$ cat src/rtl/uch_pkg.sv
// ----------------------------------------------------------------------------
// uch_pkg: shared types and constants of the UTF-8 character histogram
// Job format between the front and back parts, sizes, lead byte decode.
// ----------------------------------------------------------------------------
package uch_pkg;

    localparam int TABLE_DEPTH = 256;
    localparam int COUNT_WIDTH = 32;
    localparam int IDX_W       = $clog2(TABLE_DEPTH);
    localparam int USED_W      = IDX_W + 1;

    localparam logic [7:0] LEAD2_MASK = 8'hE0;
    localparam logic [7:0] LEAD2_CODE = 8'hC0;
    localparam logic [7:0] LEAD3_MASK = 8'hF0;
    localparam logic [7:0] LEAD3_CODE = 8'hE0;
    localparam logic [7:0] LEAD4_MASK = 8'hF8;
    localparam logic [7:0] LEAD4_CODE = 8'hF0;

    localparam logic OP_FEED = 1'b0;
    localparam logic OP_READ = 1'b1;

    typedef enum logic [1:0] {
        JOB_NONE = 2'd0,   // byte taken, no character finished
        JOB_CHAR = 2'd1,   // finished character, look it up
        JOB_READ = 2'd2    // table read
    } t_job_kind;

    typedef struct packed {
        t_job_kind   kind;
        logic [31:0] key;
        logic [2:0]  len;
        logic [7:0]  idx;
    } t_job;

    // number of tail bytes announced by a lead byte
    function automatic logic [1:0] tail_of_lead(input logic [7:0] b);
        logic [1:0] t;
        t = 2'd0;
        if      ((b & LEAD2_MASK) == LEAD2_CODE) t = 2'd1;
        else if ((b & LEAD3_MASK) == LEAD3_CODE) t = 2'd2;
        else if ((b & LEAD4_MASK) == LEAD4_CODE) t = 2'd3;
        return t;
    endfunction

endpackage

$ cat src/rtl/uch_queue.sv
// ----------------------------------------------------------------------------
// uch_queue: two-entry job queue
// Decouples the byte front end from the table back end.
// ----------------------------------------------------------------------------
module uch_queue (
    input  logic          i_clk,
    input  logic          i_rst_n,
    input  logic          i_push,
    input  uch_pkg::t_job i_job,
    output logic          o_full,
    input  logic          i_pop,
    output logic          o_valid,
    output uch_pkg::t_job o_job
);
    import uch_pkg::*;

    t_job       r_mem [2];
    logic       r_wp, r_rp;
    logic [1:0] r_cnt;

    assign o_full  = (r_cnt == 2'd2);
    assign o_valid = (r_cnt != 2'd0);
    assign o_job   = r_mem[r_rp];

    always_ff @(posedge i_clk) begin
        if (i_push) r_mem[r_wp] <= i_job;
    end

    always_ff @(posedge i_clk) begin
        if (!i_rst_n) begin
            r_wp  <= 1'b0;
            r_rp  <= 1'b0;
            r_cnt <= 2'd0;
        end else begin
            if (i_push) r_wp <= ~r_wp;
            if (i_pop)  r_rp <= ~r_rp;
            r_cnt <= r_cnt + {1'b0, i_push} - {1'b0, i_pop};
        end
    end

endmodule

$ cat config.mk
export PLATFORM = sky130hd
export DESIGN_NAME = uch_queue
export DESIGN_NICKNAME = d
export VERILOG_FILES = /design/src/rtl/uch_pkg.sv /design/src/rtl/uch_queue.sv
export SDC_FILE = /design/constraint.sdc
export NUM_CORES = 1
export LEC_CHECK = 0
export BUFFER_PORTS_ARGS = -buffer_cell sky130_fd_sc_hd__buf_2
export CORE_MARGIN = 2
export CORE_UTILIZATION = 30
export DETAILED_ROUTE_END_ITERATION = 16
export GPL_TIMING_DRIVEN = 0
export MAX_ROUTING_LAYER = met4
export PLACE_DENSITY = 0.53
export SYNTH_ARGS = -nofsm -noshare
export SYNTH_HDL_FRONTEND = slang
export SYNTH_SLANG_ARGS = --single-unit
$ cat constraint.sdc
create_clock -name i_clk -period 4.2 [get_ports i_clk]
set_input_delay 0.84 -clock i_clk [delete_from_list [all_inputs] [get_ports i_clk]]
set_output_delay 0.84 -clock i_clk [all_outputs]
set_load 0.005 [all_outputs]
# After elaboration in Yosys (flattened, before gate mapping)
# Memories as Yosys holds them, arrays and structs flattened. A register that Yosys moved wholly into a read port is not among the register bits.
# Index checks and enable logic that the tools add are counted.
op_classes:
  reduce_logical: 1
  eq_ne: 1
  addsub: 2
  bitwise_logic: 2
  n_mux: 4
op_table:
  columns: ["op", "count"]
  rows:
  - ["$mux W1", 4]
  - ["$add A2 B1 Y2", 1]
  - ["$eq A2 B2 Y1 const B", 1]
  - ["$not A1 Y1", 2]
  - ["$reduce_bool A2 Y1", 1]
  - ["$sub A2 B1 Y2", 1]
word_totals:
  out_inout_bits: 47
  mem_bits_rw: 90
  n_memories: 1
  reg_bits: 4
  input_bits: 49
  elab_cells: 14
memory_table:
  columns: ["name", "depth", "word_bits", "read_ports", "rd_ports_with_merged_regs", "write_ports", "line_no", "text"]
  rows:
  - ["r_mem", 2, 45, 1, 1, 1, "uch_queue.sv:17", "t_job r_mem [2];"]

# Longest topological paths before layout
logic_depth:
  word_depth: 3
  depth_mapped: 6

# Least setup slack after synthesis
# No wires, ideal clock.
synth_path:
  kind: "input-to-reg"
  start: "input i_push"
  end: "memory r_mem[0][0] in the netlist's numbering, enable pin"
  stages: 1
  arrival_time_ps: 2874
  slack_ps: 872
  setup_time_ps: 454
  path_cell_list: "nor2b_1"
synth_between:
  elab_chain_cells: 2
synth_rtl:
  columns: ["element", "line_no", "text"]
  rows:
  - ["from (decl)", "uch_queue.sv:8", "input logic i_push,"]
  - ["$mux W1", "uch_queue.sv:26", "if (i_push) r_mem[r_wp] <= i_job;"]
  - ["$mux W1 (not written as such)", "uch_queue.sv:26", null]
  - ["to (decl)", "uch_queue.sv:17", null]
# Every way passes these cells.

==> results_dict.tcl <==
set metrics [dict create \
    cts-buffers-inserted 9 \
    crit_arrival_ns 1.44 \
    worstSkewPairLatency_ns 0.34 \
    yosysUniqueCellTypes 14 \
    netlist_instances 161 \
    post_cts_resized 0 \
    fmax_mhz 438 \
    ant_nets 0 \
    cts_post_setup_buffers_inserted 0 \
    cpMaxStageDelayCell "dfxtp_1" \
    tightest_slew_ns 0.615 \
    first_global_vias 1794 \
    clock-sinks 95 \
    antenna_found_initial 0 \
    worstReg2RegStart "r_wp$_SDFFE_PN0P_" \
    synth_compound_area_frac 0.00204 \
    initial_core_util 0.306 \
    yosys.area_share.xor_xnor 0.00850 \
    p_leak_nw 1.85 \
    dp_hpwl_mm 4.00 \
    min_path_cells 2 \
    whs_ns 0.582 \
    grt_first_pass_wirelength_mm 9.20 \
    grt-ovfl-total 0 \
    hp-class "flip-flop to flip-flop" \
    grt_start_max_net_pins 29 \
    syn_nets 212 \
    syn_avg_cell_area_sq_um 22.8 \
    die_y_um 115 \
    synthMuxAreaShare 0.179 \
    synth_top_area_share 0.735 \
    pin_count 96 \
    yosysTopAreaCell "edfxtp_1" \
    yosys.area_share.simple 0.0153 \
    synth_top_family_by_area "multiplexers" \
    finalSetupViolCount 0 \
    drc 0 \
    track_usage 0.100 \
    layout_commonest_cell "buf_2" \
    r2r_slack_ns 2.71 \
    clkTransAtPathRegs_ns 0.06 \
    synth-seq-cells 95 \
    avgViaCountPerCell 4.24 \
    final_cell_mix "buf_2, edfxtp_1, mux2_4" \
    end_kind "output port" \
    critical_path.max_stage_delay_ns 0.32 \
    hold_start "r_rp$_SDFFE_PN0P_" \
    wl_per_cell_um 14.3 \
    drtIter0Drc 110 \
    portBuffers 95 \
    diodes 0 \
    status "finished clean" \
    path_cells "buf_6 > buf_12 > mux2_4 > buf_2" \
    slew_viol_final 0 \
    row_count 40 \
    drive_gt1_frac 0.591 \
    firstDrtPassIters 4 \
    skew_ns 0.0114 \
    rsz0062_at_grt "false" \
    startpoint_type "flip-flop" \
    worstPathRequired_ns 3.36 \
    die_area_sq_mm 0.0132 \
    ir_worst_vdd_uv 224 \
    cts.htree.levels 3 \
    synth_warnings 0 \
    rr_endpoint "r_mem[1][10]$_DFFE_PP_" \
    nNetsFinal 320 \
    cts_hold_buf 0 \
    power_mw 2.11 \
    cts-root-buf "clkbuf_16" \
    max_slew_margin 0.589 \
    cap_violations 0 \
    cp_max_fo 10 \
    cts_tree "done" \
    r2r_cells 2 \
    yosys-top-cells-area "edfxtp_1, mux2_4, dfxtp_1, buf_12, mux2_2" \
    die_w_um 115 \
    core_sq_mm 0.0120 \
    p_per_area_mw_per_mm2 454 \
    synthAdderAreaFrac 0.00680 \
    area_delta_synth_final_pct 26.7 \
    syn_area_sq_mm 0.00368 \
    clockBufferDepth 2 \
    gp_congestion 0.656 \
    period_minus_slack_ns 2.28 \
    synth_seq_area_share 0.762 \
    crit_type "flip-flop to output port" \
    routed_wirelength_mm 6.03 \
    fin_crit_sh 0.543 \
    hold_viol 0 \
    vias 1785 \
]
==> per-stage QoR <==
step	instance area, sq um	utilization	TNS, ns	instances	setup WS, ns
final	4660	0.388	0	421	1.92
after detailed placement	4390	0.365	0	405	2.02
after floorplan	3680	-	0	161	0.872
after CTS	4660	0.388	0	421	1.88
after global routing	4660	0.388	0	421	1.82
after global placement	4340	0.361	-34.69	403	-0.758
==> per-layer routing <==
layer | up-vias | global-route usage | part of all wire
met2 | 55 | 0.161 | 0.52
met3 | 7 | 0.0427 | 0.056
met4 | 0 | 0.0386 | 0.0088
met5 | - | - | 0
met1 | 879 | 0.112 | 0.42
li1 | 844 | - | -
==> state kept, by name (all words and copies together) (netlist names), named ones only <==
name,flops
r_wp,1
r_mem,90
r_cnt,2
r_rp,1
==> cell usage after synthesis <==
cell and number:
and2_1 4, buf_12 4, buf_6 1, dfxtp_1 5, edfxtp_1 90, ha_1 2, inv_1 2, mux2_2 5
mux2_4 40, nor2b_1 4, o21a_1 1, or2_2 1, xnor3_1 1, xor2_1 1
==> cell families after synthesis <==
| logic type | after synthesis |
|---|---|
| compound gates | 1 |
| xor+xnor | 2 |
| fa+ha+maj | 2 |
| buf+inv | 7 |
| flops | 95 |
| mux | 45 |
| simple gates | 9 |
==> layout make-up <==
cell class / instances / area (sq um)
Buffer: 5 / 91.3
Clock buffer: 15 / 268
Tap cell: 147 / 184
Sequential cell: 95 / 2800
Timing Repair Buffer: 97 / 515
Clock inverter: 1 / 5.00
Inverter: 2 / 7.51
Multi-Input combinational cell: 59 / 786
Fill cell: 1118 / 7350
==> report_power, final <==
| part | leakage (nW) | internal (mW) | switching (mW) | total [mW] |
|---|---|---|---|---|
| combinational | 0.826 | 0.153 | 0.103 | 0.257 |
| clock | 0.134 | 0.434 | 0.314 | 0.748 |
| sequential | 0.886 | 1.09 | 0.0144 | 1.11 |
| total | 1.85 | 1.68 | 0.432 | 2.11 |
==> worst max-delay path by stage <==
| stage | startpoint | endpoint |
|---|---|---|
| after floorplan | i_push | r_mem[0][0]$_DFFE_PP_ |
| after global placement | i_push | r_mem[0][4]$_DFFE_PP_ |
| after detailed placement | i_push | r_mem[0][4]$_DFFE_PP_ |
| after CTS | flip-flop | o_job[26] |
| after global routing | flip-flop | o_job[35] |
| final | flip-flop | o_job[40] |
==> critical path: cells and delay by family (launching register included) <==
kind / cells / cell delay [ns]
flops: 1 / 0.32
mux: 1 / 0.31
buf+inv: 3 / 0.49
No activity file was read; power rests on OpenSTA's default activity.
