`src/rtl/uch_pkg.sv`:
```
// ----------------------------------------------------------------------------
// uch_pkg: shared types and constants of the UTF-8 character histogram
// Job format between the front and back parts, sizes, lead byte decode.
// ----------------------------------------------------------------------------
package uch_pkg;

    localparam int TABLE_DEPTH = 256;
    localparam int COUNT_WIDTH = 32;
    localparam int IDX_W       = $clog2(TABLE_DEPTH);
    localparam int USED_W      = IDX_W + 1;

    localparam logic [7:0] LEAD2_MASK = 8'hE0;
    localparam logic [7:0] LEAD2_CODE = 8'hC0;
    localparam logic [7:0] LEAD3_MASK = 8'hF0;
    localparam logic [7:0] LEAD3_CODE = 8'hE0;
    localparam logic [7:0] LEAD4_MASK = 8'hF8;
    localparam logic [7:0] LEAD4_CODE = 8'hF0;

    localparam logic OP_FEED = 1'b0;
    localparam logic OP_READ = 1'b1;

    typedef enum logic [1:0] {
        JOB_NONE = 2'd0,   // byte taken, no character finished
        JOB_CHAR = 2'd1,   // finished character, look it up
        JOB_READ = 2'd2    // table read
    } t_job_kind;

    typedef struct packed {
        t_job_kind   kind;
        logic [31:0] key;
        logic [2:0]  len;
        logic [7:0]  idx;
    } t_job;

    // number of tail bytes announced by a lead byte
    function automatic logic [1:0] tail_of_lead(input logic [7:0] b);
        logic [1:0] t;
        t = 2'd0;
        if      ((b & LEAD2_MASK) == LEAD2_CODE) t = 2'd1;
        else if ((b & LEAD3_MASK) == LEAD3_CODE) t = 2'd2;
        else if ((b & LEAD4_MASK) == LEAD4_CODE) t = 2'd3;
        return t;
    endfunction

endpackage

```
`src/rtl/uch_if.sv`:
```
// ----------------------------------------------------------------------------
// uch_if: channel interfaces of the UTF-8 character histogram
// Input word channel and result word channel, valid/ready.
// ----------------------------------------------------------------------------
interface uch_in_if;
    logic       valid;
    logic       ready;
    logic       op;
    logic [7:0] byte_value;
    logic [7:0] read_index;

    modport source (output valid, op, byte_value, read_index, input ready);
    modport sink   (input valid, op, byte_value, read_index, output ready);
endinterface


```
`src/rtl/uch_front.sv`:
```
// ----------------------------------------------------------------------------
// uch_front: byte gatherer
// Splits the byte stream into UTF-8 characters and emits one job per word.
// ----------------------------------------------------------------------------
module uch_front (
    input  logic          i_clk,
    input  logic          i_rst_n,
    uch_in_if.sink        i_in,
    input  logic          i_q_full,
    output logic          o_push,
    output uch_pkg::t_job o_job
);
    import uch_pkg::*;

    logic [31:0] r_gather, n_gather;
    logic [1:0]  r_rem, n_rem;
    logic [2:0]  r_glen, n_glen;
    logic        r_collect, n_collect;
    logic [31:0] merged;
    logic [1:0]  tail;

    assign i_in.ready = ~i_q_full;
    assign o_push     = i_in.valid & ~i_q_full;

    always_comb begin
        tail   = tail_of_lead(i_in.byte_value);
        merged = r_gather;
        unique case (r_glen[1:0])
            2'd1:    merged[23:16] = i_in.byte_value;
            2'd2:    merged[15:8]  = i_in.byte_value;
            2'd3:    merged[7:0]   = i_in.byte_value;
            default: merged[31:24] = i_in.byte_value;
        endcase

        n_gather  = r_gather;
        n_rem     = r_rem;
        n_glen    = r_glen;
        n_collect = r_collect;
        o_job     = '{kind: JOB_NONE, key: '0, len: '0, idx: i_in.read_index};

        if (i_in.op == OP_READ) begin
            o_job.kind = JOB_READ;
        end else if (!r_collect) begin
            if (tail == 2'd0) begin
                o_job.kind = JOB_CHAR;
                o_job.key  = {i_in.byte_value, 24'd0};
                o_job.len  = 3'd1;
            end else begin
                n_gather  = {i_in.byte_value, 24'd0};
                n_rem     = tail;
                n_glen    = 3'd1;
                n_collect = 1'b1;
            end
        end else begin
            if (r_rem == 2'd1 || r_glen >= 3'd3) begin
                o_job.kind = JOB_CHAR;
                o_job.key  = merged;
                o_job.len  = r_glen + 3'd1;
                n_gather   = '0;
                n_rem      = '0;
                n_glen     = '0;
                n_collect  = 1'b0;
            end else begin
                n_gather = merged;
                n_rem    = r_rem - 2'd1;
                n_glen   = r_glen + 3'd1;
            end
        end
    end

    always_ff @(posedge i_clk) begin
        if (!i_rst_n) begin
            r_gather  <= '0;
            r_rem     <= '0;
            r_glen    <= '0;
            r_collect <= 1'b0;
        end else if (o_push) begin
            r_gather  <= n_gather;
            r_rem     <= n_rem;
            r_glen    <= n_glen;
            r_collect <= n_collect;
        end
    end

endmodule

```
`src/flat_wrapper.sv`:
```
// flat-port wrapper written by rule: the top's interface ports become plain ports
module uch_front_flat import uch_pkg::*;
  (i_clk, i_rst_n, i_q_full, o_push, o_job, i_in_valid, i_in_op, i_in_byte_value, i_in_read_index, i_in_ready);
  uch_in_if i_in_i ();
  input  logic i_clk;
  input  logic i_rst_n;
  input  logic i_q_full;
  output logic o_push;
  output uch_pkg::t_job o_job;
  input wire logic [$bits(i_in_i.valid)-1:0] i_in_valid;
  input wire logic [$bits(i_in_i.op)-1:0] i_in_op;
  input wire logic [$bits(i_in_i.byte_value)-1:0] i_in_byte_value;
  input wire logic [$bits(i_in_i.read_index)-1:0] i_in_read_index;
  output wire logic [$bits(i_in_i.ready)-1:0] i_in_ready;
  assign i_in_i.valid = i_in_valid;
  assign i_in_i.op = i_in_op;
  assign i_in_i.byte_value = i_in_byte_value;
  assign i_in_i.read_index = i_in_read_index;
  assign i_in_ready = i_in_i.ready;
  uch_front u_core (.i_clk(i_clk), .i_rst_n(i_rst_n), .i_in(i_in_i), .i_q_full(i_q_full), .o_push(o_push), .o_job(o_job));
endmodule
```
`config.mk`:
```
export PLATFORM = sky130hd
export DESIGN_NAME = uch_front_flat
export DESIGN_NICKNAME = d
export VERILOG_FILES = /design/src/rtl/uch_pkg.sv /design/src/rtl/uch_if.sv /design/src/rtl/uch_front.sv /design/src/flat_wrapper.sv
export SDC_FILE = /design/constraint.sdc
export NUM_CORES = 1
export LEC_CHECK = 0
export BUFFER_PORTS_ARGS = -buffer_cell sky130_fd_sc_hd__buf_2
export CAP_MARGIN = 20
export CELL_PAD_IN_SITES_DETAIL_PLACEMENT = 0
export CELL_PAD_IN_SITES_GLOBAL_PLACEMENT = 1
export CORE_UTILIZATION = 35
export DETAILED_ROUTE_END_ITERATION = 7
export GPL_ROUTABILITY_DRIVEN = 1
export PLACE_DENSITY_LB_ADDON = 0.1
export SLEW_MARGIN = 10
export SYNTH_ARGS = -nofsm -noshare
export SYNTH_HDL_FRONTEND = slang
export SYNTH_SLANG_ARGS = --single-unit
```
`constraint.sdc`:
```
create_clock -name i_clk -period 3.7 [get_ports i_clk]
set_input_delay 0.555 -clock i_clk [delete_from_list [all_inputs] [get_ports i_clk]]
set_output_delay 0.555 -clock i_clk [all_outputs]
set_load 0.05 [all_outputs]
```
Word-level counts from Yosys, hierarchy flattened
Cells that the tools add are included.
{"block": "word_totals", "out_inout_bits": 47, "wordCells": 47, "reg_bits": 38}
{"block": "classes", "n_reduce_logical": 5, "addsub": 2, "n_mux": 24, "magnitude_cmp": 1, "n_bitwise": 3, "n_eq_ne": 8}
{"operator": "2-to-1 mux 32 bit", "count": 3}
{"operator": "2-to-1 mux 36 bit", "count": 2}
{"operator": "2-to-1 mux 37 bit", "count": 1}
{"operator": "2-to-1 mux 35 bit", "count": 1}
{"operator": "2-to-1 mux 8 bit", "count": 4}
{"operator": "2-to-1 mux 2 bit", "count": 7}
{"operator": "2-to-1 mux 3 bit", "count": 3}
{"operator": "== test 5 bit (second input constant)", "count": 1}
{"operator": "== test 2 x 1 -> 1 bit (second input constant)", "count": 2}
{"operator": "== test 2 bit (second input constant)", "count": 2}
{"operator": "== test 4 bit (second input constant)", "count": 1}
{"operator": "adder 3 x 1 -> 3 bit (second input constant)", "count": 1}
{"operator": "== test 3 bit (second input constant)", "count": 1}
{"operator": ">= comparator 3 x 2 -> 1 bit (second input constant)", "count": 1}
{"operator": "2-to-1 mux 1 bit", "count": 3}
{"operator": "AND reduction 3 bit", "count": 1}
{"operator": "OR reduction 3 bit", "count": 1}
{"operator": "zero test 2 bit", "count": 1}
{"operator": "inequality test 2 x 1 -> 1 bit (second input constant)", "count": 1}
{"operator": "NOT 1 bit", "count": 2}
{"operator": "AND reduction 2 bit", "count": 1}
{"operator": "subtractor 2 x 1 -> 2 bit (second input constant)", "count": 1}
{"operator": "AND 1 bit", "count": 1}
{"operator": "logical OR 1 bit", "count": 1}

Depth between registers and ports, before layout
{"block": "logic_depth", "word_depth": 8, "mapped_depth": 7, "mapped_depth_nobuf": 6}

Worst setup path before layout
OpenSTA, ideal clock, no wires.
{"block": "synth_timing", "path_kind": "input port to output port", "start": "input i_in_byte_value[6]", "end": "output o_job[8] (netlist name)", "t_arrival_ns": 3.196, "required_time_ns": 3.145, "path_slack_ns": -0.051, "cell_stages": 5, "path_cell_list": "clkbuf_1 a21oi_1 nor2_1 a21oi_1 a21boi_0"}
{"item": "start: declaration", "line_no": "flat_wrapper.sv:12", "text": "input wire logic [$bits(i_in_i.byte_value)-1:0] i_in_byte_value;"}
{"item": "end: declaration", "line_no": "flat_wrapper.sv:9", "text": "output uch_pkg::t_job o_job;"}

==> summary by stage <==
Clocking
TritonCTS built the clock tree. In this run the deepest clock path goes through 2 buffers. The root buffer cell chosen for the clock tree is clkbuf_8. After clock tree synthesis, the clock-pin slew on the worst setup and hold paths is ~70 ps. The clock drives 38 sinks. The number of post-CTS setup repair buffers is 0. The number of levels the H-tree was split into is 2.

Counting the buffers created by CTS gives 5. Clock latency on the worst-skew pair, taken at its later pin, is ~290 ps. The count of hold-fix buffers inserted at cts is 0. In this run, post-CTS repair resized a total of 0 instances.

Synth
The mapped cell area is 2180 um^2. The primary flip-flop cell chosen by synthesis mapping is dfxtp_1. In this run, synthesis inferred 0 flip-flops with an integrated enable.

Synthesis produced a netlist whose cell count is between 200 and 250. Synthesis inferred 38 register bits. The largest total area in the synthesized netlist belongs to dfxtp_1. The average size of a mapped cell is just under 10 um^2. The portion of synthesized cell area occupied by the leading cell type is between 30% and 40%. For this run, asynchronously set or reset flops after synthesis account for 0%. After synthesis, flip-flops and latches occupy a little over a third of the total area. The Yosys step of the flow raised 0 warnings.

Ranked by total cell area, the synthesized netlist is headed by dfxtp_1 (35%), mux2i_1 (11%), o2bb2ai_1 (9.6%). The number of nets in the synthesized netlist is 248. After synthesis, the netlist uses 42 different library cells.

Detailed routing
The first-pass iteration count of the detailed router is 4. Once detail routing completed, the nets flagged for antenna violations numbered 0. The detailed-route via count is 1822.

Dividing the detail-routed wire length by the instance count gives 17.4 um. For this run, design rule violations remaining after detail routing come to 0. In this run, the number of DRC markers left after iteration 0 of detailed routing was 143.

For this block, the routed nets add up to 5.82 mm of wire. Dividing the detail-routed via count by the number of cells gives 5.44.

STA
The pin slew with the least headroom to its limit is 654 ps. After layout, the worst setup slack is 457 ps. Based on the critical path, the design can be clocked at up to 0.308 GHz. The share of the clock period used by the worst path is 87.7%. The total setup violations reported at the end of the flow is 0. The max-slew violation total from the final report is 0.

The headroom to the max-slew limit is a little under three fifths. Setup repair after global routing left no endpoint under its margin. The worst setup skew after layout is roughly 4.2 ps. The final hold violation count is 0. The routed design could run at a clock period as short as 3240 ps. The final setup TNS is 0 ps.

Critical path
By instance count, the cell type seen most on the critical path is ha_1. STA classifies the critical path startpoint as a flip-flop. The data arrival at the endpoint of the critical path is ~2700 ps.

The depth of the worst register-to-register path is 8. The path type of the worst setup path is flip-flop to output pin. Data on the critical path is required at its endpoint by roughly 3100 ps. For this design, the slowest cell found on the critical path is dfxtp_1. The largest single stage delay on the critical path is 470 ps. The setup check on the worst reg-to-reg path leaves a slack of 1230 ps. Of all nets on the critical path, the largest fanout is 11. The element type at the critical path end is an output pin. Traced cell by cell, the critical path runs through ha_1, buf_4, ha_1, a2111oi_4, or3b_1, nor2_2, a22o_1, buf_2.

GRT
The number of antenna violations at the first check in global routing is 0. The remaining global-route overflow is 0. Entering global routing, the biggest net connects 27 pins. The first global-routing pass estimated 9.17 mm of wire. The global-route usage over all layers is around a fifth. The number of global-route vias before repair came to 1690.

Pwr
IR analysis of the VDD net gives a maximum drop of 150 uV. Dividing total power by cell area gives a power density of about 350 nW/um^2. The analysis attributes to cell leakage a power of 0.937 nW.

Final layout
The repair_antennas step left the layout with diodes totalling 0. Cells fill 42.4% of the core in the end. The final layout contains 286 nets. Cells with a size suffix above 1 make up a little under a third of the layout. The area growth from synthesis to layout is 15.5%.

Place
Buffers placed on the I/O ports in this run total 51. The HPWL after detailed placement is 3.90 mm. Routability-driven placement finished with a final weighted congestion of ~0.71. The worst slack at placement is 784 ps.

Flow run
Max-cap violations in this run came to 0.

Floorplan
The initialized floorplan defines 28 standard-cell rows. The floorplan step defined a core boundary enclosing 5960 um^2. The area enclosed by the die boundary is 6560 um^2. The die is 81.0 um tall. The die span in x is between 80 and 90 um. Once the floorplan was initialized, standard cells occupied 36.7% of the core.

In this run the count of I/O pins placed on the die edge is 68.

Hold path
The kind of path behind the tightest hold check is flip-flop to flip-flop. Along the worst hold path, the cell count comes to 1.

Run status
The flow ran to the end, and the final reports show no timing, DRC or antenna violations.
cell families after synthesis:
kind of cell | after synthesis | share of synthesized area, %
mux | 24 | 11.0
compound gates | 61 | 26.4
flops | 38 | 34.8
simple gates | 61 | 16.4
fa+ha+maj | 6 | 3.44
buf+inv | 31 | 7.91
layer usage:
metal / vias up / part of all wire [%] / routed length, um / global-route usage [%]
met5: - / 0 / 0 / 0
met4: 0 / 0.67 / 39 / 5.36
met3: 8 / 4.4 / 258 / 4.94
met2: 44 / 47 / 2750 / 28.8
met1: 886 / 48 / 2770 / 26.6
li1: 884 / - / - / -
flip-flops by register name, summed over array words and instances, names as in the netlist:
register / cells
u_core.r_gather: 32
u_core.r_glen: 3
u_core.r_rem: 2
u_core.r_collect: 1
layout make-up:
type	instances	area (um^2)
tap	75	93.8
inverter	7	26.3
multi-input combinational	152	1250
sequential	38	761
fill	643	3430
timing repair buffer	55	285
clock buffer	7	76.3
clock inverter	1	30.0
stage by stage:
stage          area, um^2  hold WS (ps)  std cells  power, mW
3_5_place_dp         2420           446        327      0.532
6_report             2520           467        335      0.871
4_1_cts              2520           468        335      0.884
3_3_place_gp         2420           444        327      0.532
5_1_grt              2520           477        335      0.911
2_1_floorplan        2180           432        221      0.522
critical path: cells and delay by family, from the launching register on:
kind,cells,cell delay (ps)
compound gates,2,270
fa+ha+maj,2,430
buf+inv,2,480
flops,1,470
simple gates,2,750
where the power goes:
| part | switching (mW) | internal, mW |
|---|---|---|
| Sequential | 0.00257 | 0.411 |
| Clock | 0.147 | 0.202 |
| Combinational | 0.0782 | 0.0301 |
| Total | 0.228 | 0.643 |
synthesized netlist by cell type, types with 4 or more instances:
library cell / count
ha_1: 6
inv_1: 7
dfxtp_1: 38
nand2_1: 12
a32o_1: 8
nor2_1: 27
a22o_1: 8
mux2i_1: 24
o2bb2ai_1: 24
clkbuf_1: 5
buf_4: 12
o21ai_0: 4
cell usage in the layout (no fill, tap or decap), drive strengths merged, types with 3 or more instances in the layout:
cell type and count:
nand2 12, a22o 8, a21boi 6, dfxtp 38, o2bb2ai 24, nor2 28, buf 55, a32o 8
nand3b 3, inv 7, clkbuf 7, nand4 4, o21ai 5, ha 6, mux2i 24
final timing paths:
kind	start	end
max	u_core.r_glen[0]	o_job[42]
min	u_core.r_gather[15]	u_core.r_gather[15]
max reg2reg	u_core.r_glen[0]	u_core.r_gather[18]
min reg2reg	u_core.r_gather[15]	u_core.r_gather[15]
No activity file was read; power rests on OpenSTA's default activity.
